### src/rtl/core/median_of_sample_set_top_assert.svh
// Assertion macros shared by the median block.
// Every macro expects the signals aclk and aresetn in the scope where it is used.
`ifndef MEDIAN_OF_SAMPLE_SET_TOP_ASSERT_SVH
`define MEDIAN_OF_SAMPLE_SET_TOP_ASSERT_SVH

// The consequent must hold in the same cycle as the antecedent.
`define MOS_ASSERT_SAME(label, ante, cons) \
    label: assert property (@(posedge aclk) disable iff (!aresetn) (ante) |-> (cons)) \
        else $error("median block: same-cycle check failed");

// The consequent must hold in the cycle after the antecedent.
`define MOS_ASSERT_NEXT(label, ante, cons) \
    label: assert property (@(posedge aclk) disable iff (!aresetn) (ante) |=> (cons)) \
        else $error("median block: next-cycle check failed");

`endif

### src/rtl/core/mos_pkg.sv
// Shared types and constants of the median-of-sample-set block.
// No dependencies; used by mos_cell and median_of_sample_set_top.
`default_nettype none

package mos_pkg;

    localparam int MEDIAN_WIDTH  = 17;
    localparam int SIZE_WIDTH    = 7;
    localparam int M_TDATA_WIDTH = 24;

    // Control that the sequencer broadcasts to every cell of the chain.
    typedef struct packed {
        logic insert;
        logic drain;
    } mos_ctrl_t;

    typedef enum logic [1:0] {
        ST_LOAD  = 2'b01,
        ST_DRAIN = 2'b10
    } mos_state_t;

endpackage

`default_nettype wire

### src/rtl/core/median_of_sample_set_top.sv
// Top level of the median block: a chain of mos_cell instances, types from mos_pkg.
// A word marked last starts the drain: the chain shifts that bring the middle samples to the
// bottom cells follow, then the output register is loaded once it is free. Throughput: one
// sample word per cycle while loading; after the last word of a set the input stalls during
// the shifts and the output load, longer while an earlier result still waits. Reset (aresetn
// low, synchronous) empties the set, clears the drop flag and the output valid.
`default_nettype none

module median_of_sample_set_top #(
    parameter int MAX_COUNT    = 64,
    parameter int SAMPLE_WIDTH = 16
) (
    input  wire                                   aclk,
    input  wire                                   aresetn,
    input  wire                                   s_axis_tvalid,
    output logic                                  s_axis_tready,
    // [SAMPLE_WIDTH-1:0] sample, rest zero padding
    input  wire  [((SAMPLE_WIDTH+7)/8)*8-1:0]     s_axis_tdata,
    input  wire                                   s_axis_tlast,
    output logic                                  m_axis_tvalid,
    input  wire                                   m_axis_tready,
    // [16:0] median_x2, [23:17] set_size
    output logic [mos_pkg::M_TDATA_WIDTH-1:0]     m_axis_tdata,
    // [0] overflowed
    output logic                                  m_axis_tuser
);

    localparam int CNT_W = $clog2(MAX_COUNT + 1);

    mos_pkg::mos_state_t state_reg, state_next;
    logic [CNT_W-1:0] count_reg, count_next;
    logic [CNT_W-1:0] drain_cnt_reg, drain_cnt_next;
    logic             drop_reg, drop_next;
    logic             odd_reg, odd_next;
    logic             m_valid_reg, m_valid_next;
    logic [mos_pkg::MEDIAN_WIDTH-1:0] median_reg, median_next;
    logic [mos_pkg::SIZE_WIDTH-1:0]   size_reg, size_next;
    logic             ovf_reg, ovf_next;

    mos_pkg::mos_ctrl_t ctrl;
    logic                           in_accept;
    logic                           has_room;
    logic [CNT_W-1:0]               n_after;
    logic signed [SAMPLE_WIDTH-1:0] sample;
    logic signed [SAMPLE_WIDTH-1:0] cell_value [MAX_COUNT];
    logic                           cell_gt    [MAX_COUNT];
    logic signed [SAMPLE_WIDTH:0]   mid_lo, mid_hi, mid_sum;

    assign sample        = s_axis_tdata[SAMPLE_WIDTH-1:0];
    assign s_axis_tready = (state_reg == mos_pkg::ST_LOAD);
    assign in_accept     = s_axis_tvalid && s_axis_tready;
    assign has_room      = (count_reg != CNT_W'(MAX_COUNT));
    assign n_after       = has_room ? count_reg + CNT_W'(1) : count_reg;

    assign ctrl = '{insert: in_accept && has_room,
                    drain:  (state_reg == mos_pkg::ST_DRAIN) && (drain_cnt_reg != '0)};

    genvar i;
    generate
        for (i = 0; i < MAX_COUNT; i++) begin : g_cell
            logic                           left_gt;
            logic signed [SAMPLE_WIDTH-1:0] left_value;
            logic signed [SAMPLE_WIDTH-1:0] right_value;

            if (i == 0) begin : g_first
                assign left_gt    = 1'b0;
                assign left_value = sample;
            end else begin : g_inner
                assign left_gt    = cell_gt[i-1];
                assign left_value = cell_value[i-1];
            end

            if (i == MAX_COUNT - 1) begin : g_end
                assign right_value = cell_value[i];
            end else begin : g_mid
                assign right_value = cell_value[i+1];
            end

            mos_cell #(
                .SAMPLE_WIDTH(SAMPLE_WIDTH)
            ) u_cell (
                .aclk       (aclk),
                .ctrl       (ctrl),
                .occupied   (count_reg > CNT_W'(i)),
                .is_tail    (count_reg == CNT_W'(i)),
                .new_sample (sample),
                .left_gt    (left_gt),
                .left_value (left_value),
                .right_value(right_value),
                .gt         (cell_gt[i]),
                .value      (cell_value[i])
            );
        end
    endgenerate

    // After the shifts the lower middle sample sits in cell 0 and the upper one in cell 1.
    assign mid_lo  = (SAMPLE_WIDTH+1)'(cell_value[0]);
    assign mid_hi  = odd_reg ? mid_lo : (SAMPLE_WIDTH+1)'(cell_value[1]);
    assign mid_sum = mid_lo + mid_hi;

    always_comb begin
        state_next     = state_reg;
        count_next     = count_reg;
        drain_cnt_next = drain_cnt_reg;
        drop_next      = drop_reg;
        odd_next       = odd_reg;
        m_valid_next   = m_valid_reg;
        median_next    = median_reg;
        size_next      = size_reg;
        ovf_next       = ovf_reg;

        if (m_valid_reg && m_axis_tready) begin
            m_valid_next = 1'b0;
        end

        unique case (state_reg)
            mos_pkg::ST_LOAD: begin
                if (in_accept) begin
                    count_next = n_after;
                    if (!has_room) begin
                        drop_next = 1'b1;
                    end
                    if (s_axis_tlast) begin
                        drain_cnt_next = (n_after - CNT_W'(1)) >> 1;
                        odd_next       = n_after[0];
                        state_next     = mos_pkg::ST_DRAIN;
                    end
                end
            end
            mos_pkg::ST_DRAIN: begin
                if (drain_cnt_reg != '0) begin
                    drain_cnt_next = drain_cnt_reg - CNT_W'(1);
                end else if (!m_valid_reg || m_axis_tready) begin
                    m_valid_next = 1'b1;
                    median_next  = mos_pkg::MEDIAN_WIDTH'(mid_sum);
                    size_next    = mos_pkg::SIZE_WIDTH'(count_reg);
                    ovf_next     = drop_reg;
                    count_next   = '0;
                    drop_next    = 1'b0;
                    state_next   = mos_pkg::ST_LOAD;
                end
            end
            default: begin
                state_next = mos_pkg::ST_LOAD;
            end
        endcase
    end

    always_ff @(posedge aclk) begin
        if (!aresetn) begin
            state_reg     <= mos_pkg::ST_LOAD;
            count_reg     <= '0;
            drain_cnt_reg <= '0;
            drop_reg      <= 1'b0;
            m_valid_reg   <= 1'b0;
        end else begin
            state_reg     <= state_next;
            count_reg     <= count_next;
            drain_cnt_reg <= drain_cnt_next;
            drop_reg      <= drop_next;
            m_valid_reg   <= m_valid_next;
        end
    end

    always_ff @(posedge aclk) begin
        odd_reg    <= odd_next;
        median_reg <= median_next;
        size_reg   <= size_next;
        ovf_reg    <= ovf_next;
    end

    assign m_axis_tvalid = m_valid_reg;
    assign m_axis_tdata  = {size_reg, median_reg};
    assign m_axis_tuser  = ovf_reg;

`include "median_of_sample_set_top_assert.svh"

    `MOS_ASSERT_SAME(a_count_in_range, 1'b1, count_reg <= CNT_W'(MAX_COUNT))
    `MOS_ASSERT_SAME(a_result_from_drain, $rose(m_axis_tvalid),
        $past(state_reg) == mos_pkg::ST_DRAIN && state_reg == mos_pkg::ST_LOAD)
    `MOS_ASSERT_SAME(a_set_cleared, $rose(m_axis_tvalid), count_reg == '0 && !drop_reg)
    `MOS_ASSERT_NEXT(a_last_starts_drain, in_accept && s_axis_tlast,
        state_reg == mos_pkg::ST_DRAIN)

endmodule

`default_nettype wire

### src/rtl/core/mos_cell.sv
// One cell of the insertion chain: holds one sample of the sorted set.
// Depends on mos_pkg for the control struct.
`default_nettype none

module mos_cell #(
    parameter int SAMPLE_WIDTH = 16
) (
    input  wire                           aclk,
    input  wire mos_pkg::mos_ctrl_t       ctrl,
    input  wire                           occupied,
    input  wire                           is_tail,
    input  wire signed [SAMPLE_WIDTH-1:0] new_sample,
    input  wire                           left_gt,
    input  wire signed [SAMPLE_WIDTH-1:0] left_value,
    input  wire signed [SAMPLE_WIDTH-1:0] right_value,
    output logic                          gt,
    output logic signed [SAMPLE_WIDTH-1:0] value
);

    logic signed [SAMPLE_WIDTH-1:0] value_reg;
    logic signed [SAMPLE_WIDTH-1:0] value_next;

    // The held sample is larger than the arriving one, so it moves one place up.
    assign gt    = occupied && (value_reg > new_sample);
    assign value = value_reg;

    always_comb begin
        value_next = value_reg;
        if (ctrl.drain) begin
            value_next = right_value;
        end else if (ctrl.insert) begin
            if (left_gt) begin
                value_next = left_value;
            end else if (gt || is_tail) begin
                value_next = new_sample;
            end
        end
    end

    always_ff @(posedge aclk) begin
        value_reg <= value_next;
    end

endmodule

`default_nettype wire
### config.mk
export PLATFORM = sky130hd
export DESIGN_NAME = median_of_sample_set_top
export DESIGN_NICKNAME = d
export VERILOG_FILES = /design/src/rtl/core/mos_pkg.sv /design/src/rtl/core/median_of_sample_set_top.sv /design/src/rtl/core/mos_cell.sv
export VERILOG_INCLUDE_DIRS = /design/src /design/src/rtl/core
export SDC_FILE = /design/constraint.sdc
export NUM_CORES = 2
export LEC_CHECK = 0
export ABC_AREA = 0
export CAP_MARGIN = 5
export CORE_MARGIN = 1.5
export CORE_UTILIZATION = 50
export DETAILED_ROUTE_END_ITERATION = 10
export DONT_BUFFER_PORTS = 1
export GPL_ROUTABILITY_DRIVEN = 0
export GPL_TIMING_DRIVEN = 0
export HOLD_SLACK_MARGIN = 0.08
export PLACE_DENSITY = 0.69
export SYNTH_ARGS = -nofsm -noshare
export SYNTH_HDL_FRONTEND = slang
export SYNTH_SLANG_ARGS = --single-unit
### constraint.sdc
create_clock -name aclk -period 7.6 [get_ports aclk]
set_input_delay 0.38 -clock aclk [delete_from_list [all_inputs] [get_ports aclk]]
set_output_delay 0.38 -clock aclk [all_outputs]
set_load 0.02 [all_outputs]
==> summary.log <==
INFO  worst_hold_path whs_path_depth=4
INFO  global_routing largest_net_degree_at_the_start_of_global_routing=66
INFO  yosys          synthArstFlopShare=0%
INFO  yosys          netlist_top_cells_count=sky130_fd_sc_hd__nand2_1 (1201), sky130_fd_sc_hd__o21ai_0 (1051), sky130_fd_sc_hd__edfxtp_1 (1050), sky130_fd_sc_hd__ha_1 (1046), sky130_fd_sc_hd__mux2i_1 (977)
INFO  clock_tree     clk_pin_slew_worst_paths=0.06ns
INFO  cells_and_area stdcell_count=10300
INFO  yosys          synth_top_area_cells=sky130_fd_sc_hd__edfxtp_1 (39%), sky130_fd_sc_hd__ha_1 (16%), sky130_fd_sc_hd__mux2i_1 (12%)
INFO  setup_path     crit_path_end_kind=flip-flop
INFO  timing         final_period_minus_worst_setup_slack=6.11ns
INFO  setup_path     worstSetupStartpointType=input port
INFO  setup_path     timing.reg2reg.setup_slack=1.87ns
INFO  routing        route.met3.wl=42600um
INFO  placed_design  cell_count_after_placement=10000
INFO  setup_path     rr_worst_depth=10
INFO  pwr            totalPowerFinal=14.5mW
INFO  pwr            worst_vdd_drop=198uV
INFO  routing        routed_length_on_met1=114000um
INFO  routing        dr.first_iter.drc_count=9986
INFO  yosys          yosysUniqueCellTypes=92
INFO  global_routing overflow=0
INFO  clock_tree     cts-htree-levels=3
INFO  cells_and_area largest_reg_flops=1024
INFO  routing        drt-pass1-iter-count=7
INFO  outcome        status=complete, but fails checks
INFO  setup_path     worst_reg2reg_path_startpoint=drain_cnt_reg[0]$_SDFFE_PN0P_
INFO  routing        num_vias=70600
INFO  placed_design  place.port_buffers=0
INFO  timing         slew_of_the_pin_with_the_lowest_slew_margin=1.61ns
INFO  cells_and_area finish.net_count=9157
INFO  clock_tree     cts_tree=yes
INFO  cells_and_area post_route_cells_drive_above_1_share=7.57%
INFO  timing         hold_violations=0
INFO  yosys          synth_top_area_share=39.5%
INFO  timing         grt_setup_unrepaired=no
INFO  global_routing wire_length_of_the_first_global_routing_pass=443000um
INFO  setup_path     crit_path_max_fanout=33
INFO  setup_path     critical-path-max-stage-delay=1.01ns
INFO  worst_hold_path endpoint_with_the_worst_hold_slack=count_reg[1]$_SDFFE_PN0P_
INFO  clock_tree     clk-insertion-delay-late=0.80ns
INFO  worst_hold_path timing.hold.worst.start=s_axis_tvalid
INFO  routing        sum_of_routed_wire_length_over_all_layers=309000um
INFO  pwr            power.density=165nW/um^2
INFO  yosys          synthesis.area=79900squm
INFO  routing        remaining_drc_errors=0
INFO  timing         tns=0ns
INFO  floorplanning  initial_utilization=50.4%
INFO  clock_tree     clock-root-buffer=sky130_fd_sc_hd__clkbuf_16
INFO  floorplanning  design.die.area=162000squm
INFO  timing         hold_slack=0.146ns
INFO  timing         layout_worst_path_cycle_share=80.4%
INFO  timing         max_slew_margin=-7.14%
INFO  timing         setup_violations=0
INFO  clock_tree     cts_inserted_buffers=119
INFO  global_routing number_of_global_route_vias_before_repair=67400
INFO  routing        detailed_route_wirelength_on_metal2=130000um
INFO  floorplanning  fp-row-count=146
INFO  setup_path     cp_data_arrival_time=6.57ns
INFO  yosys          synth_enable_flop_cells=1050
INFO  worst_hold_path timing.hold.worst.class=input port to flip-flop
INFO  timing         maxSlewViolCount=44
INFO  setup_path     crit_chain=clkbuf_1 -> clkbuf_1 -> inv_4 -> buf_16 -> ha_1 -> nand2_1 -> nor4_1 -> a21boi_0 -> or3_1 -> o221a_2 -> buf_4 -> buf_4 -> nor3_1 -> o21ai_1 -> buf_4
INFO  cells_and_area filler_cell_count=13600
INFO  yosys          yosysSeqAreaShare=39.9%
INFO  floorplanning  floorplan.core_area=159000squm
INFO  setup_path     crit_type=input port to flip-flop
INFO  timing         top_achievable_clock_speed=164MHz
INFO  setup_path     cp_required=8.06ns
INFO  cells_and_area finalInstanceArea=87900squm
INFO  yosys          synthFlopType=sky130_fd_sc_hd__edfxtp_1
INFO  cells_and_area syn_to_final_growth=10.1%
INFO  setup_path     cell_repeated_most_along_the_worst_path=sky130_fd_sc_hd__buf_4
INFO  global_routing antenna_found_initial=17
INFO  pwr            power_leakage=33.3nW
INFO  yosys          avgSynthCellArea=10.1squm
INFO  clock_tree     numClockSinks=1068
INFO  floorplanning  die_height=403um
INFO  setup_path     r2r_end=g_cell[52].u_cell.value[11]$_DFFE_PP_
INFO  floorplanning  die_w=403um
INFO  routing        route.top_layer_used=met5
INFO  routing        antenna_left=0
INFO  placed_design  hpwl=227000um
INFO  job            max_cap_violations=4
INFO  routing        wl_cell=30.1um
INFO  yosys          yosysTopAreaCell=sky130_fd_sc_hd__edfxtp_1
INFO  setup_path     standard_cell_with_the_maximum_stage_delay_on_the_critical_path=sky130_fd_sc_hd__clkbuf_1
INFO  yosys          syn-instance-count=7892
INFO  clock_tree     cts_max_path_buffers=3
INFO  yosys          synth-warning-count=0
INFO  yosys          yosys_register_bits=1068
INFO  outcome        failed_checks=capacitance limit, slew limit
INFO  yosys          postSynthNetCount=8960
INFO  yosys          post-synth-top-count-cell=sky130_fd_sc_hd__nand2_1
INFO  global_routing global_route.usage.total=36.8%
INFO  routing        vias_per_cell=6.87
INFO  clock_tree     total_of_cells_resized_after_clock_tree_synthesis=0
INFO  placed_design  postPlaceCellArea=83800squm
INFO  timing         final.setup_skew=0.0419ns
INFO  floorplanning  num_io_pins=48
what timing repair did:
item / 4_1_cts / 5_1_grt
hold buffers: 3 / 0
buffers inserted: 0 / 0
endpoints found under the hold margin: 18 / 0
final cells by class:
cell class / instances / area [sq um] / share of cell area [%]
Multi-Input combinational cell: 6171 / 45100 / 51.3
Sequential cell: 1068 / 31900 / 36.3
Clock buffer: 139 / 3070 / 3.50
Tap cell: 2072 / 2590 / 2.95
Buffer: 504 / 2590 / 2.95
Timing Repair Buffer: 76 / 1150 / 1.31
Clock inverter: 81 / 835 / 0.949
Inverter: 149 / 597 / 0.679
Antenna cell: 14 / 35.0 / 0.0399
per-layer routing:
layer,vias to the layer above,track usage [%]
met1,33700,46.3
met3,1245,11.4
met2,5240,54.8
met5,-,0
li1,30400,-
met4,14,23.8
cell families after synthesis:
group	count (synthesis)	synth area share, %
buf+inv	653	3.93
flops	1068	39.9
mux	1019	12.9
xor+xnor	27	0.296
simple gates	2027	11.7
compound gates	2051	14.8
fa+ha+maj	1047	16.4
per-stage QoR:
| stage | setup slack (ns) | utilization [%] |
|---|---|---|
| floorplan | 2.09 | - |
| global placement | -2.36 | 52.0 |
| detailed placement | 1.06 | 52.8 |
| CTS | 1.85 | 55.3 |
| global route | 1.48 | 55.4 |
| finish | 1.49 | 55.4 |
power breakdown:
part           internal (mW)  switching, mW  leakage (nW)
registers               6.54         0.0637          9.61
logic                  0.620           1.20          21.8
clock network           3.42           2.66          1.90
total                   10.6           3.92          33.3
layout by cell type (no fill, tap or decap), types with 84 or more instances in the layout:
cell,netlist,routed
sky130_fd_sc_hd__nand2_1,1201,1201
sky130_fd_sc_hd__edfxtp_1,1050,1050
sky130_fd_sc_hd__ha_1,1046,1046
sky130_fd_sc_hd__o21ai_0,1051,1037
sky130_fd_sc_hd__mux2i_1,977,977
sky130_fd_sc_hd__a21oi_1,396,389
sky130_fd_sc_hd__clkbuf_1,260,268
sky130_fd_sc_hd__nand4_1,189,189
sky130_fd_sc_hd__nor2_1,142,140
sky130_fd_sc_hd__inv_1,148,133
sky130_fd_sc_hd__a21o_1,121,121
sky130_fd_sc_hd__clkbuf_16,0,120
sky130_fd_sc_hd__nand3_1,116,116
sky130_fd_sc_hd__buf_2,112,112
sky130_fd_sc_hd__buf_4,79,94
sky130_fd_sc_hd__o21ai_1,75,84
critical path, delay by kind of cell:
family,cells,cell delay [ns]
buffers and inverters,7,3.61
and+or+nand+nor,4,0.94
AOI/OAI and AO/OA,3,1.04
adders and majority gates,1,0.50
how the worst max path moves through the flow:
stage	from	end	slack, ns
finish	s_axis_tdata[15]	g_cell[19].u_cell.value[8]$_DFFE_PP_	1.49
global route	s_axis_tdata[15]	g_cell[24].u_cell.value[10]$_DFFE_PP_	1.48
CTS	s_axis_tdata[15]	g_cell[19].u_cell.value[8]$_DFFE_PP_	1.85
detailed placement	s_axis_tdata[15]	g_cell[19].u_cell.value[10]$_DFFE_PP_	1.06
global placement	s_axis_tdata[15]	g_cell[44].u_cell.value[8]$_DFFE_PP_	-2.36
floorplan	s_axis_tdata[7]	g_cell[18].u_cell.value[0]$_DFFE_PP_	2.09
(Power assumes the default switching activity.)
